$ cat config.mk
export PLATFORM = sky130hd
export DESIGN_NAME = clut_pixel_to_rgb565
export DESIGN_NICKNAME = d
export VERILOG_FILES = /design/src/clut_pkg.sv /design/src/clut_pixel_to_rgb565.sv
export SDC_FILE = /design/constraint.sdc
export NUM_CORES = 1
export LEC_CHECK = 0
export ABC_AREA = 1
export BUFFER_PORTS_ARGS = -buffer_cell sky130_fd_sc_hd__buf_4
export CAP_MARGIN = 10
export CORE_MARGIN = 2
export CORE_UTILIZATION = 30
export DETAILED_ROUTE_END_ITERATION = 10
export GPL_TIMING_DRIVEN = 0
export PLACE_DENSITY_LB_ADDON = 0.3
export SLEW_MARGIN = 0
export SYNTH_ARGS = -nofsm -noshare
export SYNTH_HDL_FRONTEND = slang
export SYNTH_SLANG_ARGS = --single-unit
$ cat constraint.sdc
create_clock -name clk -period 3.92 [get_ports clk]
set_input_delay 0.196 -clock clk [delete_from_list [all_inputs] [get_ports clk]]
set_output_delay 0.196 -clock clk [all_outputs]
set_load 0.1 [all_outputs]
$ cat src/clut_pkg.sv
// Shared types, operation codes and color helpers for the CLUT pixel converter.
// No dependencies; imported by clut_pixel_to_rgb565.
package clut_pkg;

    // One 8-bit color channel value.
    typedef logic [7:0] chan8_t;

    // Operation codes of an input request.
    localparam logic [1:0] OP_WRITE_ENTRY = 2'd0;
    localparam logic [1:0] OP_LINE_HEADER = 2'd1;
    localparam logic [1:0] OP_CONVERT     = 2'd2;

    // Table select codes of a table write.
    localparam logic [1:0] SEL_RED   = 2'd0;
    localparam logic [1:0] SEL_GREEN = 2'd1;
    localparam logic [1:0] SEL_BLUE  = 2'd2;

    // Source of the color parts of a converted pixel.
    localparam logic [1:0] SRC_BACKGROUND = 2'd0;
    localparam logic [1:0] SRC_FIXED      = 2'd1;
    localparam logic [1:0] SRC_LOOKUP     = 2'd2;

    localparam int TABLE_DEPTH = 32;

    // Widen a 5-bit field to 8 bits by replicating its top bits.
    function automatic chan8_t widen5(input logic [4:0] v);
        return {v, v[4:2]};
    endfunction

    // Pack three 8-bit parts into RGB565.
    function automatic logic [15:0] pack565(input chan8_t r, input chan8_t g, input chan8_t b);
        return {r[7:3], g[7:2], b[7:3]};
    endfunction

endpackage

$ cat src/clut_pixel_to_rgb565.sv
// Top level of the CLUT pixel converter: table storage and a three-stage pipeline.
// Depends on clut_pkg for operation codes, types and the widen and pack helpers.

// Each request carries an op code. Table writes and line headers take effect at the
// clock edge that accepts them and give no result; a convert request gives one RGB565
// result after stages 1 to 3. A pixel of zero takes the line background, a pixel
// with bit 15 set takes its own fields when the fixed palette is on, and any other
// pixel looks up its three 5-bit fields in the red, green and blue tables.
// The block takes one request per clock unless stalled: the tables are read in the
// cycle a request is accepted, then source selection and RGB565 packing each take
// one register stage. A stall holds only full stages, so bubbles are squeezed out.
module clut_pixel_to_rgb565
    import clut_pkg::*;
(
    input  logic        clk,
    input  logic        rst_n,
    input  logic        in_valid,
    output logic        in_ready,
    input  logic [1:0]  op,
    input  logic [15:0] pixel,
    input  logic [1:0]  table_select,
    input  logic [4:0]  entry_index,
    input  logic [7:0]  entry_value,
    input  logic [14:0] background,
    input  logic        fixed_enable,
    output logic        out_valid,
    input  logic        out_ready,
    output logic [15:0] rgb565
);

    // Color tables and line state.
    chan8_t      red_table_reg   [TABLE_DEPTH];
    chan8_t      green_table_reg [TABLE_DEPTH];
    chan8_t      blue_table_reg  [TABLE_DEPTH];
    logic [14:0] line_bg_reg;
    logic        fixed_on_reg;

    // Stage 1: table reads and pixel class.
    logic        s1_valid_reg;
    logic [1:0]  s1_src_reg;
    chan8_t      s1_red_reg;
    chan8_t      s1_green_reg;
    chan8_t      s1_blue_reg;
    logic [14:0] s1_fields_reg;

    // Stage 2: selected 8-bit parts.
    logic        s2_valid_reg;
    chan8_t      s2_red_reg;
    chan8_t      s2_green_reg;
    chan8_t      s2_blue_reg;

    // Stage 3: packed output.
    logic        s3_valid_reg;
    logic [15:0] s3_rgb_reg;

    logic        adv1;
    logic        adv2;
    logic        adv3;
    logic        accept;
    logic        accept_convert;
    logic [1:0]  src_next;
    logic [14:0] fields_next;
    chan8_t      red_next;
    chan8_t      green_next;
    chan8_t      blue_next;

    // Each stage moves when it is empty or its successor moves.
    assign adv3           = !s3_valid_reg || out_ready;
    assign adv2           = !s2_valid_reg || adv3;
    assign adv1           = !s1_valid_reg || adv2;
    assign in_ready       = adv1;
    assign accept         = in_valid && in_ready;
    assign accept_convert = accept && (op == OP_CONVERT);

    // Table write port.
    always_ff @(posedge clk or negedge rst_n)
    begin
        if (!rst_n)
        begin
            for (int i = 0; i < TABLE_DEPTH; i++)
            begin
                red_table_reg[i]   <= '0;
                green_table_reg[i] <= '0;
                blue_table_reg[i]  <= '0;
            end
        end
        else if (accept && (op == OP_WRITE_ENTRY))
        begin
            unique case (table_select)
                SEL_RED:   red_table_reg[entry_index]   <= entry_value;
                SEL_GREEN: green_table_reg[entry_index] <= entry_value;
                SEL_BLUE:  blue_table_reg[entry_index]  <= entry_value;
                default:   ;
            endcase
        end
    end

    // Line header state.
    always_ff @(posedge clk or negedge rst_n)
    begin
        if (!rst_n)
        begin
            line_bg_reg  <= '0;
            fixed_on_reg <= 1'b0;
        end
        else if (accept && (op == OP_LINE_HEADER))
        begin
            line_bg_reg  <= background;
            fixed_on_reg <= fixed_enable;
        end
    end

    // Classify the pixel and read the tables with the state before this edge.
    always_comb
    begin
        red_next   = red_table_reg[pixel[14:10]];
        green_next = green_table_reg[pixel[9:5]];
        blue_next  = blue_table_reg[pixel[4:0]];
        priority if (pixel == 16'd0)
        begin
            src_next    = SRC_BACKGROUND;
            fields_next = line_bg_reg;
        end
        else if (fixed_on_reg && pixel[15])
        begin
            src_next    = SRC_FIXED;
            fields_next = pixel[14:0];
        end
        else
        begin
            src_next    = SRC_LOOKUP;
            fields_next = pixel[14:0];
        end
    end

    // Stage valid bits.
    always_ff @(posedge clk or negedge rst_n)
    begin
        if (!rst_n)
        begin
            s1_valid_reg <= 1'b0;
            s2_valid_reg <= 1'b0;
            s3_valid_reg <= 1'b0;
        end
        else
        begin
            if (adv1)
            begin
                s1_valid_reg <= accept_convert;
            end
            if (adv2)
            begin
                s2_valid_reg <= s1_valid_reg;
            end
            if (adv3)
            begin
                s3_valid_reg <= s2_valid_reg;
            end
        end
    end

    // Stage 1 payload.
    always_ff @(posedge clk)
    begin
        if (accept_convert)
        begin
            s1_src_reg    <= src_next;
            s1_fields_reg <= fields_next;
            s1_red_reg    <= red_next;
            s1_green_reg  <= green_next;
            s1_blue_reg   <= blue_next;
        end
    end

    // Stage 2 payload: pick widened fields or table values.
    always_ff @(posedge clk)
    begin
        if (adv2 && s1_valid_reg)
        begin
            if (s1_src_reg == SRC_LOOKUP)
            begin
                s2_red_reg   <= s1_red_reg;
                s2_green_reg <= s1_green_reg;
                s2_blue_reg  <= s1_blue_reg;
            end
            else
            begin
                s2_red_reg   <= widen5(s1_fields_reg[14:10]);
                s2_green_reg <= widen5(s1_fields_reg[9:5]);
                s2_blue_reg  <= widen5(s1_fields_reg[4:0]);
            end
        end
    end

    // Stage 3 payload: pack to RGB565.
    always_ff @(posedge clk)
    begin
        if (adv3 && s2_valid_reg)
        begin
            s3_rgb_reg <= pack565(s2_red_reg, s2_green_reg, s2_blue_reg);
        end
    end

    assign out_valid = s3_valid_reg;
    assign rgb565    = s3_rgb_reg;

    // An empty output stage means the whole pipeline can take a request.
    a_ready_when_empty: assert property (@(posedge clk) disable iff (!rst_n)
        !s3_valid_reg |-> in_ready)
        else $error("input not ready while output stage is empty");

    // An accepted convert request occupies stage 1 on the next cycle.
    a_convert_enters: assert property (@(posedge clk) disable iff (!rst_n)
        accept_convert |=> s1_valid_reg)
        else $error("accepted convert request lost at stage 1");

    // A stalled stage 2 keeps its item until stage 3 frees up.
    a_s2_holds: assert property (@(posedge clk) disable iff (!rst_n)
        (s2_valid_reg && !adv3) |=> s2_valid_reg)
        else $error("stage 2 item dropped during stall");

    // A line header loads the background register.
    a_header_loads: assert property (@(posedge clk) disable iff (!rst_n)
        (accept && (op == OP_LINE_HEADER)) |=>
            (line_bg_reg == $past(background)) && (fixed_on_reg == $past(fixed_enable)))
        else $error("line header not stored");

endmodule

# Yosys cells after proc, flatten, opt, wreduce, memory -nomap -nowiden
# Cells that the tools add are included.
word_totals:
  wordCells: 163
  ff_bits: 868
  inputBits: 53
  out_inout_bits: 18
op_classes:
  n_reduce_logical: 20
  n_eq_ne: 5
  n_lt_le_gt_ge: 5
  bitwise_logic: 4
  muxes: 19
ops:
  columns: ["cell", "count"]
  rows:
  - ["bitwise mux 256 bit", 3]
  - ["binary-select mux 8 bit (select 5 bit)", 3]
  - ["two-way mux 8 bit", 10]
  - ["demux 8 bit (select 5 bit)", 1]
  - ["greater-or-equal comparator 6 bit (second input constant)", 4]
  - ["NOT 5 -> 6 bit", 4]
  - ["logical NOT 16 bit", 1]
  - ["two-way mux 15 bit", 1]
  - ["logical AND 1 bit", 8]
  - ["equality test 2 bit (second input constant)", 3]
  - ["< comparator 6 x 1 -> 1 bit (second input constant)", 1]
  - ["AND reduction 2 bit", 3]
  - ["equality test 2 x 1 -> 1 bit (second input constant)", 2]
  - ["logical NOT 2 bit", 2]
  - ["logical NOT 1 bit", 3]
  - ["logical OR 1 bit", 3]
  - ["two-way mux 2 bit", 1]

# Logic depth before layout (Yosys ltp)
logic_depth:
  ltp_word: 7
  mapped_depth: 12
  mapped_depth_nobuf: 10

# Least setup slack after synthesis
# OpenSTA, ideal clock, no wires.
synth_timing:
  path_kind: "register to register"
  startpoint: "register s3_valid_reg, in the netlist out_valid"
  endpoint: "register s1_blue_reg[3], enable pin"
  path_stages_with_launch: 6
  required_ps: 3455
  setup_slack_ps: -744
  arrival_ps: 4200
  n_path_buf: 0
  setup_ps: 465
  path_cell_list: "dfrtp_1 nand2_1 nor2_1 nand2_1 nand2_1 nor3_1"
synth_via:
  elab_chain_len: 6
synth_lines:
  columns: ["item", "line", "source"]
  rows:
  - ["start: declaration", "clut_pixel_to_rgb565.sv:53", "logic s3_valid_reg;"]
  - ["start signal: assignment", "clut_pixel_to_rgb565.sv:157", "s3_valid_reg <= s2_valid_reg;"]
  - ["logical NOT 1 bit", "clut_pixel_to_rgb565.sv:68", "assign adv3 = !s3_valid_reg || out_ready;"]
  - ["logical OR 1 bit", "clut_pixel_to_rgb565.sv:68", null]
  - ["logical OR 1 bit", "clut_pixel_to_rgb565.sv:69", "assign adv2 = !s2_valid_reg || adv3;"]
  - ["logical OR 1 bit", "clut_pixel_to_rgb565.sv:70", "assign adv1 = !s1_valid_reg || adv2;"]
  - ["net in_ready", "clut_pixel_to_rgb565.sv:18", "output logic in_ready,"]
  - ["logical AND 1 bit", "clut_pixel_to_rgb565.sv:72", "assign accept = in_valid && in_ready;"]
  - ["logical AND 1 bit", "clut_pixel_to_rgb565.sv:73", "assign accept_convert = accept && (op == OP_CONVERT);"]
  - ["net accept_convert", "clut_pixel_to_rgb565.sv:60", "logic accept_convert;"]
  - ["end signal: assignment", "clut_pixel_to_rgb565.sv:171", "s1_blue_reg <= blue_next;"]
  - ["end: declaration", "clut_pixel_to_rgb565.sv:43", "chan8_t s1_blue_reg;"]
# The timed path passes the listed nets, and every way through them passes these cells.
# A chain may end at the register's enable or synchronous reset.

# Final worst setup path
layout_timing:
  startpoint: "input port pixel[4]"
  endpoint: "register s1_fields_reg[10] (data pin)"
layout_via:
  elab_chain_len: 2
layout_lines:
  columns: ["item", "line", "source"]
  rows:
  - ["start: declaration", "clut_pixel_to_rgb565.sv:20", "input logic [15:0] pixel,"]
  - ["logical NOT 16 bit", "clut_pixel_to_rgb565.sv:119", "priority if (pixel == 16'd0)"]
  - ["two-way mux 15 bit", "clut_pixel_to_rgb565.sv:119", null]
  - ["net fields_next[10]", "clut_pixel_to_rgb565.sv:62", "logic [14:0] fields_next;"]
  - ["end signal: assignment", "clut_pixel_to_rgb565.sv:168", "s1_fields_reg <= fields_next;"]
  - ["end: declaration", "clut_pixel_to_rgb565.sv:44", "logic [14:0] s1_fields_reg;"]
# The timed path passes the listed nets, and every way through them passes these cells.

==> impl_metrics.yaml <==
worst_setup_path:
  cpMaxStageDelayCell: "sky130_fd_sc_hd__nor2_1"
  crit_type: "input pin to register"
  critical_path.n_buffers_inverters: 5
  worst_path_dominant_cell_family: "buffers and inverters"
  critical_path.endpoint_type: "register"
  critical-path-top-cell-by-count: "sky130_fd_sc_hd__nand2_1"
  crit_required_ns: 4.40
  crit-reg2reg-launch: "out_valid"
  worstPathArrival_ns: 3.27
  cp.depth: 10
  critical_path.startpoint_type: "input pin"
  timing.critical_path.slowest_cell_delay_ns: 0.70
  critical_path.reg2reg.endpoint: "green_table_reg[71]"
  critical_path_peak_fanout: 10
  crit_chain: "dlygate4sd3_1 -> buf_4 -> inv_1 -> nand2_1 -> inv_1 -> nand3_1 -> nor2_1 -> clkbuf_1 -> nand2_1 -> nand2_1"
  reg2reg_setup_slack_ns: 1.14
  reg2regPathDepth: 10
status:
  status: "complete, no violations"
floorplan:
  rows: 115
  die_height_um: 319
  initial_utilization_pct: 30.2
  total_core_area_um2: 98300
  die_width_um: 319
  ioPinCount: 71
  fp.dieArea_um2: 102000
logic_synthesis:
  dominantRegCellSynth: "sky130_fd_sc_hd__dfrtp_1"
  yosys_warnings: 0
  synth_top_area_share_pct: 44.8
  synth.most_common_cell: "sky130_fd_sc_hd__nand2_1"
  post_synthesis_average_cell_area_um2: 7.19
  register_area_share_after_synthesis_pct: 51.3
  top_cells_by_area_synth: "sky130_fd_sc_hd__dfrtp_1 45%, sky130_fd_sc_hd__nand2_1 24%, sky130_fd_sc_hd__o21ai_0 9.4%"
  synth_cells: 4129
  post_synth_instance_area_um2: 29700
  synth_seq_cells: 596
  mappedNetlistNets: 4182
  synth_cell_types: 18
  synthArstFlopShare_pct: 89.1
  synth.cells.most_frequent: "1872 x sky130_fd_sc_hd__nand2_1, 556 x sky130_fd_sc_hd__o21ai_0, 531 x sky130_fd_sc_hd__dfrtp_1, 304 x sky130_fd_sc_hd__inv_1, 246 x sky130_fd_sc_hd__nand3_1"
  synth_edf_count: 65
  netlist.top_cell.by_area: "sky130_fd_sc_hd__dfrtp_1"
placement:
  io_buffer_count: 58
  gp_congestion: 0.971
  hpwl_um: 87000
detailed_routing:
  antenna_nets_post_route: 0
  detailroute.wirelength.met3_um: 11700
  dr.pass1.iters: 6
  wl_per_cell_um: 21.3
  postRouteWirelength_um: 120000
  detail_route.drc_violations: 0
  via_count_of_the_routed_design: 28500
  dr.first_iter.drc_count: 3093
  maxUsedRoutingLayer: "met4"
  wl_met2_um: 50600
  vias_per_cell: 5.07
  routedLengthMet1_um: 51300
power:
  power.sequential.fraction_pct: 45.5
  power.switching_w: 0.00392
  internal_power_w: 0.0105
  leak_pwr_nw: 17.7
  max-vdd-ir-drop_uv: 302
  comb_power_share_pct: 9.7
  cellPowerDensity_nw_per_um2: 419
  finalPower_w: 0.0144
  p_clk_share_pct: 44.9
  switching_share_pct: 27.3
global_route:
  maximum_number_of_pins_on_one_net_before_global_route_repair: 114
  grt_pass1_vias: 27000
  globalRouteTotalUtil_pct: 23.4
  initial_antenna_violation_count: 5
  grt.overflow.total: 0
  grt_pass1_wl_um: 177000
final_layout:
  post_route_cells_drive_above_1_share_pct: 4.78
  layout-area-overhead-vs-synth_pct: 15.7
  design.final.nets: 4339
  finish.utilization_pct: 35.0
  largest_register_ff_count: 192
sta:
  rsz0062_at_grt: "false"
  finalCritPeriodShare_pct: 71.2
  fin_skew_ns: 0.0332
  period_minus_slack_ns: 2.79
  worst_slew_margin_rel_pct: 14.2
  setup_viol_count_final: 0
  final-hold-violation-count: 0
  clock.fmax_ghz: 0.359
  tightestPinTransition_ns: 1.29
  maxSlewViolCount: 0
cts:
  cts.root.buffer_cell: "sky130_fd_sc_hd__clkbuf_16"
  clk_transition_reported_paths_ns: 0.07
  cts_inserted_buffers: 67
  clock-sinks: 596
  ctsResizeCount: 0
  cts_max_level: 3
  cts_tree: "done"
  insertion_delay_ns: 0.65
  clk_path_buf_depth: 3
job:
  drv_cap: 0
hold_path:
  min-delay-path-class: "input pin to async pin"
## through the flow
| step | std cells | area [um^2] | hold WS (ns) | setup TNS [ns] | setup slack [ns] |
|---|---|---|---|---|---|
| 2_1_floorplan | 4129 | 29700 | -0.0996 | 0 | 0.246 |
| 3_3_place_gp | 5474 | 31700 | 0.403 | -1882.23 | -3.64 |
| 3_5_place_dp | 5480 | 31900 | 0.0898 | 0 | 0.867 |
| 4_1_cts | 5618 | 34300 | 0.00583 | 0 | 1.16 |
| 5_1_grt | 5619 | 34300 | 0.0538 | 0 | 0.995 |
| 6_report | 5622 | 34400 | 0.0275 | 0 | 1.13 |
## cells by family after synthesis
logic type,count (synthesis),synth area share (%)
AND/OR/NAND/NOR,2371,31.1
flip-flops,596,51.3
AO/OA/AOI/OAI,580,9.78
buffers and inverters,568,7.23
multiplexers,14,0.531
## power by group through the flow
| stage | combinational, W | clock [W] | sequential, W |
|---|---|---|---|
| 2_1_floorplan | 0.000655 | 0 | 0.00667 |
| 3_3_place_gp | 0.00132 | 0 | 0.00665 |
| 3_5_place_dp | 0.00135 | 0 | 0.00666 |
| 4_1_cts | 0.00137 | 0.00654 | 0.00654 |
| 5_1_grt | 0.00151 | 0.00677 | 0.00656 |
| 6_report | 0.00139 | 0.00645 | 0.00654 |
## cell usage in the layout, fill, tap and decap left out, types with 11 or more instances in the layout
cell type / n
sky130_fd_sc_hd__clkbuf_16: 69
sky130_fd_sc_hd__dfrtp_1: 531
sky130_fd_sc_hd__edfxtp_1: 65
sky130_fd_sc_hd__buf_1: 40
sky130_fd_sc_hd__o21ai_0: 556
sky130_fd_sc_hd__mux2_2: 14
sky130_fd_sc_hd__clkbuf_1: 214
sky130_fd_sc_hd__dlygate4sd3_1: 23
sky130_fd_sc_hd__inv_1: 304
sky130_fd_sc_hd__nand3_1: 246
sky130_fd_sc_hd__buf_2: 11
sky130_fd_sc_hd__buf_4: 57
sky130_fd_sc_hd__nand2_1: 1872
sky130_fd_sc_hd__clkinv_2: 11
sky130_fd_sc_hd__nor2_1: 233
sky130_fd_sc_hd__a21oi_1: 22
## cell type report
| cell class | count | area, um^2 |
|---|---|---|
| fillers | 10600 | 63900 |
| flip-flops and latches | 596 | 15200 |
| multi-input cells | 2965 | 12300 |
| clock buffers | 84 | 1850 |
| well taps | 1287 | 1610 |
| inverters | 311 | 1170 |
| plain buffers | 257 | 978 |
| repair buffers | 88 | 853 |
| clock inverters | 31 | 325 |
| diodes | 3 | 7.51 |
## worst register-to-register path: stages (launching register included)
cell and delay [ns]:
sky130_fd_sc_hd__dfrtp_1 0.40, sky130_fd_sc_hd__nand2_1 0.11, sky130_fd_sc_hd__nor2_1 0.06, sky130_fd_sc_hd__nand2_1 0.11
sky130_fd_sc_hd__nand2_1 0.14, sky130_fd_sc_hd__inv_1 0.14, sky130_fd_sc_hd__nand3_1 0.61, sky130_fd_sc_hd__clkbuf_1 0.45
sky130_fd_sc_hd__nor2_1 0.50, sky130_fd_sc_hd__nand2_1 0.11, sky130_fd_sc_hd__nand2_1 0.10
## metal layers
metal	vias up	global-route usage (%)
met4	0	10.8
met3	249	5.60
li1	13200	-
met5	-	0
met1	13800	32.3
met2	1222	34.6
## what timing repair did
action                                 CTS  global route
endpoints found under the hold margin  389             0
hold buffers                            23             0
buffers inserted                         0             0
## worst max path at each step
stage	from	to
floorplan	out_valid	s1_blue_reg[3]
finish	pixel[4]	s1_fields_reg[10]
global route	out_valid	green_table_reg[46]
global placement	rst_n	line_bg_reg[1]
CTS	pixel[4]	s1_fields_reg[10]
detailed placement	pixel[8]	s1_fields_reg[10]
Note: power is estimated with default switching activity, not from simulation.
